<file path="src/design/pnps_pkg.sv">
// ----------------------------------------------------------------------------
// pnps_pkg
// Shared constants for the polyline nearest-point snap block.
// ----------------------------------------------------------------------------
`default_nettype none
package pnps_pkg;
    // Widest coordinate the datapath carries, keeps every product in range
    localparam int CoordCap = 29;
endpackage
`default_nettype wire

</file>
<file path="src/design/pnps_mul.sv">
// ----------------------------------------------------------------------------
// pnps_mul
// Shared signed multiplier with a registered product.
// ----------------------------------------------------------------------------
`default_nettype none
module pnps_mul #(
    parameter int OP_BITS = 30
) (
    input  wire logic                          aclk,
    input  wire logic signed [OP_BITS-1:0]     op_a,
    input  wire logic signed [OP_BITS-1:0]     op_b,
    output      logic signed [2*OP_BITS-1:0]   prod_reg
);
    // Register the product for the next sequencer step
    always_ff @(posedge aclk) begin
        prod_reg <= op_a * op_b;
    end
endmodule
`default_nettype wire

</file>
<file path="src/design/pnps_div.sv">
// ----------------------------------------------------------------------------
// pnps_div
// Serial restoring divider: quotient of num * 2^RATIO_FRAC_BITS / den,
// one quotient bit per cycle, for 0 <= num <= den.
// ----------------------------------------------------------------------------
`default_nettype none
module pnps_div #(
    parameter int DIV_BITS        = 35,
    parameter int RATIO_FRAC_BITS = 16
) (
    input  wire logic                        aclk,
    input  wire logic                        aresetn,
    input  wire logic                        start,
    input  wire logic [DIV_BITS-1:0]         num,
    input  wire logic [DIV_BITS-1:0]         den,
    output      logic                        done,
    output      logic [RATIO_FRAC_BITS:0]    quot
);
    localparam int CntBits = $clog2(RATIO_FRAC_BITS + 1);

    logic                      busy_reg;
    logic [CntBits-1:0]        cnt_reg;
    logic [DIV_BITS-1:0]       rem_reg;
    logic [DIV_BITS-1:0]       den_reg;
    logic [RATIO_FRAC_BITS:0]  quot_reg;
    logic                      done_reg;
    logic [DIV_BITS-1:0]       rem_shift;
    logic                      take;

    // First step compares without a shift, the rest shift the remainder
    always_comb begin
        rem_shift = (cnt_reg == '0) ? rem_reg : {rem_reg[DIV_BITS-2:0], 1'b0};
        take      = (rem_shift >= den_reg);
    end

    // Advance one quotient bit per cycle
    always_ff @(posedge aclk) begin
        if (!aresetn) begin
            busy_reg <= 1'b0;
            done_reg <= 1'b0;
            cnt_reg  <= '0;
        end else begin
            done_reg <= 1'b0;
            if (start) begin
                busy_reg <= 1'b1;
                cnt_reg  <= '0;
            end else if (busy_reg) begin
                cnt_reg <= cnt_reg + 1'b1;
                if (cnt_reg == CntBits'(RATIO_FRAC_BITS)) begin
                    busy_reg <= 1'b0;
                    done_reg <= 1'b1;
                end
            end
        end
    end

    always_ff @(posedge aclk) begin
        if (start) begin
            rem_reg  <= num;
            den_reg  <= den;
            quot_reg <= '0;
        end else if (busy_reg) begin
            rem_reg  <= take ? rem_shift - den_reg : rem_shift;
            quot_reg <= {quot_reg[RATIO_FRAC_BITS-1:0], take};
        end
    end

    assign done = done_reg;
    assign quot = quot_reg;
endmodule
`default_nettype wire

</file>
<file path="src/design/polyline_nearest_point_snap.sv">
// ----------------------------------------------------------------------------
// polyline_nearest_point_snap
// Snaps a query point to the nearest point on a streamed polyline.
// ----------------------------------------------------------------------------
//  channel | prefix | payload
//  input   | s_     | query_x, query_y, vertex_x, vertex_y, first_vertex, last_vertex
//  result  | m_     | snap_x, snap_y, distance_sq
//
//  A first vertex skips the segment steps; a later one computes length and
//  dot product, and when the foot is tried the serial divider (one quotient
//  bit per cycle) and the single shared multiplier score the foot. s_ready is
//  high only between items. Reset clears the sequencer, query, previous and
//  best points and valid. A finished result waits in the output register; a
//  last vertex holds the sequencer until that register is free.
`default_nettype none
module polyline_nearest_point_snap #(
    parameter int COORD_BITS      = 16,
    parameter int RATIO_FRAC_BITS = 16
) (
    input  wire logic                              aclk,
    input  wire logic                              aresetn,
    input  wire logic                              s_valid,
    output      logic                              s_ready,
    input  wire logic signed [COORD_BITS-1:0]      s_query_x,
    input  wire logic signed [COORD_BITS-1:0]      s_query_y,
    input  wire logic signed [COORD_BITS-1:0]      s_vertex_x,
    input  wire logic signed [COORD_BITS-1:0]      s_vertex_y,
    input  wire logic                              s_first_vertex,
    input  wire logic                              s_last_vertex,
    output      logic                              m_valid,
    input  wire logic                              m_ready,
    output      logic signed [COORD_BITS-1:0]      m_snap_x,
    output      logic signed [COORD_BITS-1:0]      m_snap_y,
    output      logic [2*((COORD_BITS > pnps_pkg::CoordCap) ? pnps_pkg::CoordCap
                         : COORD_BITS)+1-1:0]      m_distance_sq
);
    localparam int CW = (COORD_BITS > pnps_pkg::CoordCap) ? pnps_pkg::CoordCap : COORD_BITS;
    localparam int RF = RATIO_FRAC_BITS;
    localparam int MW = (CW + 1 > RF + 2) ? CW + 1 : RF + 2;
    localparam int PW = 2 * MW;
    localparam int DW = 2 * CW + 3;
    localparam int AW = 2 * CW + 4;
    localparam int BW = 2 * CW + 2;

    localparam logic [3:0] ST_IDLE = 4'd0;
    localparam logic [3:0] ST_LEN1 = 4'd1;
    localparam logic [3:0] ST_LEN2 = 4'd2;
    localparam logic [3:0] ST_LEN3 = 4'd3;
    localparam logic [3:0] ST_DOT1 = 4'd4;
    localparam logic [3:0] ST_DOT2 = 4'd5;
    localparam logic [3:0] ST_DIV  = 4'd6;
    localparam logic [3:0] ST_FX   = 4'd7;
    localparam logic [3:0] ST_FY   = 4'd8;
    localparam logic [3:0] ST_FD   = 4'd9;
    localparam logic [3:0] ST_D1   = 4'd10;
    localparam logic [3:0] ST_D2   = 4'd11;
    localparam logic [3:0] ST_D3   = 4'd12;
    localparam logic [3:0] ST_FIN  = 4'd13;

    logic [3:0]             state_reg;
    logic signed [CW-1:0]   qx_reg, qy_reg, prev_x_reg, prev_y_reg;
    logic signed [CW-1:0]   base_x_reg, base_y_reg, vx_reg, vy_reg;
    logic signed [CW-1:0]   cand_x_reg, cand_y_reg, best_x_reg, best_y_reg;
    logic signed [CW:0]     sx_reg, sy_reg, ex_reg, ey_reg;
    logic [BW-1:0]          best_dist_reg;
    logic [DW-1:0]          len_reg;
    logic signed [AW-1:0]   acc_reg;
    logic [RF:0]            t_reg;
    logic                   first_reg, last_reg, foot_reg;
    logic                   m_valid_reg;
    logic signed [COORD_BITS-1:0] m_snap_x_reg, m_snap_y_reg;
    logic [2*CW:0]          m_dist_reg;

    logic signed [MW-1:0]   op_a, op_b;
    logic signed [PW-1:0]   prod;
    logic signed [AW-1:0]   sum;
    logic signed [PW-1:0]   foot_off;
    logic signed [CW:0]     dx, dy;
    logic                   div_start, div_done, try_foot;
    logic [RF:0]            div_quot;
    logic signed [CW-1:0]   in_vx, in_vy;
    logic                   load_result;

    assign in_vx = s_vertex_x[CW-1:0];
    assign in_vy = s_vertex_y[CW-1:0];
    assign s_ready = (state_reg == ST_IDLE);
    assign load_result = (state_reg == ST_FIN) && last_reg && (!m_valid_reg || m_ready);

    // Shared datapath terms
    always_comb begin
        sum      = acc_reg + AW'(prod);
        foot_off = prod >>> RF;
        dx       = (CW+1)'(qx_reg) - (CW+1)'(cand_x_reg);
        dy       = (CW+1)'(qy_reg) - (CW+1)'(cand_y_reg);
        try_foot = (len_reg != '0) && !sum[AW-1] && (sum[DW-1:0] <= len_reg);
        div_start = (state_reg == ST_DOT2) && try_foot;
    end

    // Select multiplier operands per step
    always_comb begin
        op_a = '0;
        op_b = '0;
        unique case (state_reg)
            ST_LEN1: begin op_a = MW'(sx_reg); op_b = MW'(sx_reg); end
            ST_LEN2: begin op_a = MW'(sy_reg); op_b = MW'(sy_reg); end
            ST_LEN3: begin op_a = MW'(ex_reg); op_b = MW'(sx_reg); end
            ST_DOT1: begin op_a = MW'(ey_reg); op_b = MW'(sy_reg); end
            ST_FX:   begin op_a = MW'(sx_reg); op_b = $signed(MW'(t_reg)); end
            ST_FY:   begin op_a = MW'(sy_reg); op_b = $signed(MW'(t_reg)); end
            ST_D1:   begin op_a = MW'(dx); op_b = MW'(dx); end
            ST_D2:   begin op_a = MW'(dy); op_b = MW'(dy); end
            default: begin op_a = '0; op_b = '0; end
        endcase
    end

    pnps_mul #(.OP_BITS(MW)) u_mul (
        .aclk     (aclk),
        .op_a     (op_a),
        .op_b     (op_b),
        .prod_reg (prod)
    );

    pnps_div #(.DIV_BITS(DW), .RATIO_FRAC_BITS(RF)) u_div (
        .aclk    (aclk),
        .aresetn (aresetn),
        .start   (div_start),
        .num     (sum[DW-1:0]),
        .den     (len_reg),
        .done    (div_done),
        .quot    (div_quot)
    );

    // Sequencer and state
    always_ff @(posedge aclk) begin
        if (!aresetn) begin
            state_reg     <= ST_IDLE;
            qx_reg        <= '0;
            qy_reg        <= '0;
            prev_x_reg    <= '0;
            prev_y_reg    <= '0;
            best_x_reg    <= '0;
            best_y_reg    <= '0;
            best_dist_reg <= '0;
        end else begin
            unique case (state_reg)
                ST_IDLE: begin
                    if (s_valid) begin
                        vx_reg     <= in_vx;
                        vy_reg     <= in_vy;
                        first_reg  <= s_first_vertex;
                        last_reg   <= s_last_vertex;
                        base_x_reg <= prev_x_reg;
                        base_y_reg <= prev_y_reg;
                        sx_reg     <= (CW+1)'(in_vx) - (CW+1)'(prev_x_reg);
                        sy_reg     <= (CW+1)'(in_vy) - (CW+1)'(prev_y_reg);
                        ex_reg     <= (CW+1)'(qx_reg) - (CW+1)'(prev_x_reg);
                        ey_reg     <= (CW+1)'(qy_reg) - (CW+1)'(prev_y_reg);
                        prev_x_reg <= in_vx;
                        prev_y_reg <= in_vy;
                        cand_x_reg <= in_vx;
                        cand_y_reg <= in_vy;
                        foot_reg   <= 1'b0;
                        if (s_first_vertex) begin
                            qx_reg    <= s_query_x[CW-1:0];
                            qy_reg    <= s_query_y[CW-1:0];
                            state_reg <= ST_D1;
                        end else begin
                            state_reg <= ST_LEN1;
                        end
                    end
                end
                ST_LEN1: state_reg <= ST_LEN2;
                ST_LEN2: begin
                    acc_reg   <= AW'(prod);
                    state_reg <= ST_LEN3;
                end
                ST_LEN3: begin
                    len_reg   <= sum[DW-1:0];
                    state_reg <= ST_DOT1;
                end
                ST_DOT1: begin
                    acc_reg   <= AW'(prod);
                    state_reg <= ST_DOT2;
                end
                ST_DOT2: begin
                    state_reg <= try_foot ? ST_DIV : ST_D1;
                end
                ST_DIV: begin
                    if (div_done) begin
                        t_reg     <= div_quot;
                        state_reg <= ST_FX;
                    end
                end
                ST_FX: state_reg <= ST_FY;
                ST_FY: begin
                    cand_x_reg <= CW'(PW'(base_x_reg) + foot_off);
                    state_reg  <= ST_FD;
                end
                ST_FD: begin
                    cand_y_reg <= CW'(PW'(base_y_reg) + foot_off);
                    foot_reg   <= 1'b1;
                    state_reg  <= ST_D1;
                end
                ST_D1: state_reg <= ST_D2;
                ST_D2: begin
                    acc_reg   <= AW'(prod);
                    state_reg <= ST_D3;
                end
                ST_D3: begin
                    // Keep the candidate when strictly closer, or always on a first vertex
                    if (first_reg || (sum[BW-1:0] < best_dist_reg)) begin
                        best_dist_reg <= sum[BW-1:0];
                        best_x_reg    <= cand_x_reg;
                        best_y_reg    <= cand_y_reg;
                    end
                    if (foot_reg) begin
                        cand_x_reg <= vx_reg;
                        cand_y_reg <= vy_reg;
                        foot_reg   <= 1'b0;
                        state_reg  <= ST_D1;
                    end else begin
                        state_reg  <= ST_FIN;
                    end
                end
                ST_FIN: begin
                    if (!last_reg) begin
                        state_reg <= ST_IDLE;
                    end else if (!m_valid_reg || m_ready) begin
                        state_reg <= ST_IDLE;
                    end
                end
                default: state_reg <= ST_IDLE;
            endcase
        end
    end

    // Raise valid on a loaded result, drop it once the transaction completes
    always_ff @(posedge aclk) begin
        if (!aresetn) begin
            m_valid_reg <= 1'b0;
        end else if (load_result) begin
            m_valid_reg <= 1'b1;
        end else if (m_ready) begin
            m_valid_reg <= 1'b0;
        end
    end

    // Load the result register
    always_ff @(posedge aclk) begin
        if (load_result) begin
            m_snap_x_reg <= $signed(COORD_BITS'($unsigned(best_x_reg)));
            m_snap_y_reg <= $signed(COORD_BITS'($unsigned(best_y_reg)));
            m_dist_reg   <= best_dist_reg[2*CW:0];
        end
    end

    assign m_valid       = m_valid_reg;
    assign m_snap_x      = m_snap_x_reg;
    assign m_snap_y      = m_snap_y_reg;
    assign m_distance_sq = m_dist_reg;
endmodule
`default_nettype wire

</file>
<file path="config.mk">
export PLATFORM = sky130hd
export DESIGN_NAME = polyline_nearest_point_snap
export DESIGN_NICKNAME = d
export VERILOG_FILES = /design/src/design/pnps_pkg.sv /design/src/design/pnps_mul.sv /design/src/design/pnps_div.sv /design/src/design/polyline_nearest_point_snap.sv
export SDC_FILE = /design/constraint.sdc
export NUM_CORES = 2
export LEC_CHECK = 0
export BUFFER_PORTS_ARGS = -buffer_cell sky130_fd_sc_hd__buf_2
export CORE_MARGIN = 5
export CORE_UTILIZATION = 55
export DETAILED_ROUTE_END_ITERATION = 16
export GPL_TIMING_DRIVEN = 0
export PLACE_DENSITY = 0.84
export SLEW_MARGIN = 40
export SYNTH_ARGS = -nofsm -noshare
export SYNTH_HDL_FRONTEND = slang
export SYNTH_SLANG_ARGS = --single-unit
</file>
<file path="constraint.sdc">
create_clock -name aclk -period 12 [get_ports aclk]
set_clock_uncertainty 0.2 [all_clocks]
set_input_delay 1.2 -clock aclk [delete_from_list [all_inputs] [get_ports aclk]]
set_output_delay 1.2 -clock aclk [all_outputs]
set_load 0.005 [all_outputs]
</file>
### Word-level counts from Yosys, hierarchy flattened

Cells that the tools add are included.

| word-level totals | value |
|---|---|
| bits in registers | 585 |
| input port bits | 70 |
| output and inout port bits | 67 |
| logic and storage cells | 133 |

| operators by class | value |
|---|---|
| add/sub/neg operators | 11 |
| $mul | 1 |
| magnitude comparators | 3 |
| eq/ne operators | 18 |
| muxes and demuxes | 28 |
| bitwise gates (word level) | 2 |
| reduce and logical (&&, ||, !) cells | 35 |

Operators by type and width:

| operator | count |
|---|---|
| 35-bit 2-to-1 mux | 4 |
| 18-bit one-hot mux with 6 select lines | 1 |
| 16-bit by 16-bit subtractor with 17-bit output | 6 |
| 16-bit one-hot mux with 3 select lines | 2 |
| 18-bit one-hot mux with 5 select lines | 1 |
| 16-bit 2-to-1 mux | 4 |
| 4-bit one-hot mux with 14 select lines | 1 |
| 36-bit adder | 1 |
| 18-bit by 18-bit multiplier with 36-bit output | 1 |
| 35-bit greater-or-equal comparator | 1 |
| 35-bit less-or-equal comparator | 1 |
| 35-bit nonzero test | 1 |
| 35-bit subtractor | 1 |
| 34-bit < comparator | 1 |
| 16-bit adder | 2 |
| 4-bit equality test, second input constant | 6 |
| 4-bit 2-to-1 mux | 6 |
| 4-bit by 3-bit equality test with 1-bit output, second input constant | 4 |
| 3-bit AND reduction | 5 |
| 2-bit OR reduction | 6 |
| 4-bit by 2-bit equality test with 1-bit output, second input constant | 2 |
| 2-bit AND reduction | 4 |
| 4-bit AND reduction | 2 |
| 1-bit 2-to-1 mux | 7 |
| other kinds (17) | 28 |

### Longest topological paths before layout

| logic depth | value |
|---|---|
| depth after elaboration | 6 |
| mapped depth | 39 |
| mapped depth without buffers | 37 |

### Hierarchy

From an unflattened synthesis, not the netlist that was laid out.

| unflattened totals | value |
|---|---|
| cell total of the unflattened synthesis | 4473 |
| area, all modules | 44224.9 um^2 |

By module, submodules not included:

| module | times used | cells an instance | area an instance (um^2) | seq. area each (um^2) |
|---|---|---|---|---|
| polyline_nearest_point_snap | 1 | 2422 | 24907.6 | 12311.8 |
| pnps_mul | 1 | 1388 | 12923.6 | 720.7 |
| pnps_div | 1 | 663 | 6393.6 | 2582.5 |

### Worst setup path after synthesis

OpenSTA, ideal clock, no wires.

| timing | value |
|---|---|
| path type | reg-to-reg |
| start | register cand_x_reg[0] |
| end | register u_mul.prod_reg[32] |
| library setup time | 72 ps |
| arrival time | 8425 ps |
| data required time | 11728 ps |
| slack | 3303 ps |
| stages on the path, launching flop included | 37 |
| path buffers | 2 |
| clock period less this slack | 8697 ps |
| cells stage by stage | edfxtp_1 -> ha_1 -> fa_1 -> nor2b_1 -> o21ai_0 -> a21oi_1 -> nor3_1 -> o31ai_1 -> a31oi_1 -> o21ai_0 -> nand3_1 -> or2_2 -> clkbuf_1 -> clkbuf_1 -> and2_1 -> fa_1 -> inv_1 -> fa_1 -> inv_1 -> ha_1 -> inv_1 -> fa_1 -> inv_1 -> fa_1 -> inv_1 -> fa_1 -> inv_1 -> ha_1 -> a21oi_1 -> nor2b_1 -> or4_1 -> o21ai_0 -> o2111ai_1 -> a21oi_1 -> o21bai_1 -> a21oi_1 -> xnor2_1 |

| on the way | value |
|---|---|
| longest elaborated chain between the ends | 3 |
| elaborated cells between the ends (all ways) | 4 |
| classes of those cells | 1 x add/sub; 1 x mul; 2 x mux |

Ends and longest elaborated chain:

| element | RTL line | source |
|---|---|---|
| from (decl) | polyline_nearest_point_snap.sv:63 | `logic signed [CW-1:0] cand_x_reg, cand_y_reg, best_x_reg, best_y_reg;` |
| from (signal assigned) | polyline_nearest_point_snap.sv:160 | `cand_x_reg <= in_vx;` |
| from (signal assigned) | polyline_nearest_point_snap.sv:196 | `cand_x_reg <= CW'(PW'(base_x_reg) + foot_off);` |
| from (signal assigned) | polyline_nearest_point_snap.sv:217 | `cand_x_reg <= vx_reg;` |
| 16-bit by 16-bit subtractor with 17-bit output * | polyline_nearest_point_snap.sv:93 | `dx = (CW+1)'(qx_reg) - (CW+1)'(cand_x_reg);` |
| 18-bit one-hot mux with 6 select lines or 18-bit one-hot mux with 5 select lines (tied branches) | polyline_nearest_point_snap.sv:103 | `unique case (state_reg)` |
| 18-bit by 18-bit multiplier with 36-bit output * | pnps_mul.sv:16 | `prod_reg <= op_a * op_b;` |
| to (signal assigned) | pnps_mul.sv:16 |  |
| to (decl) | pnps_mul.sv:12 | `output logic signed [2*OP_BITS-1:0] prod_reg` |

Mark *: on every way between the ends. The rest lies on a longest branch, timed or not.
A chain may end at the register's enable or synchronous reset.

### Worst setup path in the final report

| timing | value |
|---|---|
| start | register qx_reg[0] |
| end | register u_mul.prod_reg[33] |

| on the way | value |
|---|---|
| longest elaborated chain between the ends | 3 |
| elaborated cells between the ends (all ways) | 4 |
| classes of those cells | 1 x add/sub; 1 x mul; 2 x mux |

Ends and longest elaborated chain:

| element | RTL line | source |
|---|---|---|
| from (decl) | polyline_nearest_point_snap.sv:61 | `logic signed [CW-1:0] qx_reg, qy_reg, prev_x_reg, prev_y_reg;` |
| from (signal assigned) | polyline_nearest_point_snap.sv:164 | `qx_reg <= s_query_x[CW-1:0];` |
| 16-bit by 16-bit subtractor with 17-bit output * | polyline_nearest_point_snap.sv:93 |  |
| 18-bit one-hot mux with 6 select lines or 18-bit one-hot mux with 5 select lines (tied branches) | polyline_nearest_point_snap.sv:103 |  |
| 18-bit by 18-bit multiplier with 36-bit output * | pnps_mul.sv:16 |  |

Marks and branches as above.

==> results_dict.tcl <==
set metrics [dict create \
    fin_crit_sh 0.9223 \
    fin_setup_tns_ps 0 \
    syn_area_mm2 0.04356 \
    die_y_um 291.4 \
    crit_start "qx_reg[0]" \
    final-hold-violation-count 0 \
    final_cell_area_mm2 0.04814 \
    numPortBuffers 135 \
    placed_area_mm2 0.04603 \
    slew_headroom 0.3523 \
    rsz0062_at_grt "no" \
    globalplace.congestion 1.021 \
    finalWorstSetupSlack_ps 932.7 \
    htree_levels 2 \
    clock_path_buffers 3 \
    worstSetupPathType "reg -> reg" \
    worst-path-buf-inv 9 \
    timing.fmax_mhz 90.36 \
    worstPathMaxFanout 10 \
    hp-class "reg -> reg" \
    cp_top_family "adder cells" \
    synth-compound-area-share 0.1127 \
    start_util 0.5531 \
    cp_common_cell "inv_1" \
    clock_latency_ps 650 \
    synth_edf_count 390 \
    core_region_area_mm2 0.07874 \
    grt_overflow 0 \
    grt_pass1_vias 34480 \
    io_pins 137 \
    yosys.area_share.simple 0.1301 \
    hold-path-endpoint "m_snap_y[6]" \
    grt_pass1_wl_mm 193.3 \
    viasPerCell 6.044 \
    final_nets 5319 \
    worst_ep_required_time_ps 12250 \
    cts_tree "yes" \
    synth_top_family_by_area "adder cells" \
    die_w_um 291.4 \
    endpoint_kind "flop" \
    numClockSinks 585 \
    reg2reg_slack_ps 930 \
    synth_area_leader_cell "edfxtp_1" \
    die_area_mm2 0.08492 \
    cp-start-kind "flop" \
    final_cell_mix "inv_1 (575), nand2_1 (470), edfxtp_1 (390)" \
    dp_hpwl_mm 99.94 \
    final_common_cell "inv_1" \
    wl_per_cell_um 22.10 \
    syn_nets 5098 \
    hold_path.startpoint "best_y_reg[6]" \
    antenna_left 0 \
    cp.depth 35 \
    yosysSeqAreaShare 0.3585 \
    tightest_slew_ps 947.1 \
    cts_inserted_buffers 59 \
    cap_violations 0 \
    worstReg2RegStart "qx_reg[0]" \
    drtPass1Iterations 9 \
    synth_area_leaders "edfxtp_1 (27%), fa_1 (15%), ha_1 (10%)" \
    drtIter0Drc 3577 \
    final_max_slew_viol_count 0 \
    synth_cell_types 91 \
    synth_fa_ha_area_frac 0.2538 \
    drive_gt1_frac 0.09128 \
    synth_ff_type "edfxtp_1" \
    synth_cells 4342 \
    finalSetupViolCount 0 \
    rr_endpoint "u_mul.prod_reg[33]" \
    rows 103 \
    async_flop_share 0 \
    fin_util 0.6114 \
    slowest_delay_ps 580 \
    post_cts_buffers 0 \
    dr_total_vias 34240 \
    yosysTopAreaCellShare 0.2689 \
    track_usage 0.2895 \
    syn2layout_area_growth_pct 10.53 \
    slowest_stage "ha_1" \
    cts_resized 0 \
    outcome "completed" \
    drt-total-wl_mm 125.2 \
    antenna_found_initial 6 \
    reg2reg_depth 35 \
    synth_xor_area_frac 0.03680 \
    synth-seq-cells 585 \
    cts_hold_buf 0 \
    layout_min_cycle_time_ps 11070 \
    cp.arrival_ps 11320 \
    min_path_cells 0 \
    preCtsSetupSlack_ps 971.6 \
    drc 0 \
    syn_area_per_cell_um2 10.03 \
    grt_max_degree 45 \
    clk_pin_slew_worst_paths_ps 60 \
    synth_warnings 0 \
    synthMuxAreaShare 0.04616 \
    cts-root-buf "clkbuf_16" \
]
area by class of cell:
| class | instances | area, µm² |
|---|---|---|
| sequential | 585 | 15620 |
| inverter | 577 | 2166 |
| clock buffer | 80 | 1733 |
| tap | 1050 | 1314 |
| clock inverter | 30 | 350.3 |
| timing repair buffer | 160 | 1002 |
| buffer | 129 | 540.5 |
| multi-input combinational | 3051 | 25410 |
| fill | 6136 | 30600 |
| antenna | 3 | 7.507 |
worst reg2reg max path: cells and delay by family, from the launching register on:
| family | cells | cell delay (ps) |
|---|---|---|
| buf+inv | 9 | 1280 |
| flops | 1 | 340 |
| xor+xnor | 1 | 540 |
| simple gates | 7 | 1750 |
| compound gates | 9 | 2610 |
| fa+ha+maj | 9 | 4190 |
synth_stat cells, types with 94 or more instances:
| library cell | n |
|---|---|
| nor2_1 | 343 |
| mux2i_1 | 94 |
| a21oi_1 | 245 |
| xnor2_1 | 129 |
| clkbuf_1 | 104 |
| fa_1 | 329 |
| o21ai_0 | 126 |
| edfxtp_1 | 390 |
| ha_1 | 357 |
| nand2_1 | 470 |
| dfxtp_1 | 195 |
| inv_1 | 575 |
kinds of logic (layout without fill, tap and decap cells):
group,count (synthesis),in the layout
compound gates,749,749
xor+xnor,183,183
fa+ha+maj,686,686
buf+inv,706,976
flops,585,585
mux,183,183
other cells,0,3
simple gates,1250,1250
metal layers:
| layer | share of wire | global-route usage | up-vias |
|---|---|---|---|
| li1 | - | - | 15340 |
| met1 | 0.37 | 0.3658 | 16500 |
| met2 | 0.46 | 0.4747 | 1890 |
| met3 | 0.10 | 0.05127 | 503 |
| met4 | 0.071 | 0.1600 | 4 |
| met5 | 0.00018 | 0 | - |
metrics by stage:
| step | hold slack [ps] | std cells |
|---|---|---|
| 3_3_place_gp | 212.6 | 5527 |
| 3_5_place_dp | 218.9 | 5552 |
| 6_report | 229.3 | 5665 |
| 5_1_grt | 239.4 | 5662 |
| 2_1_floorplan | 207.6 | 4342 |
| 4_1_cts | 230.1 | 5662 |
worst max-delay path by stage:
stage                         endpoint  slack [ps]
floorplan           u_mul.prod_reg[32]        3300
global placement             vy_reg[9]         220
detailed placement  u_mul.prod_reg[34]         970
CTS                 u_mul.prod_reg[35]         930
global route        u_mul.prod_reg[34]         480
finish              u_mul.prod_reg[33]         930
Power is not shown: default switching activity piles up to over one toggle a cycle in this logic, so the estimate is an artifact.
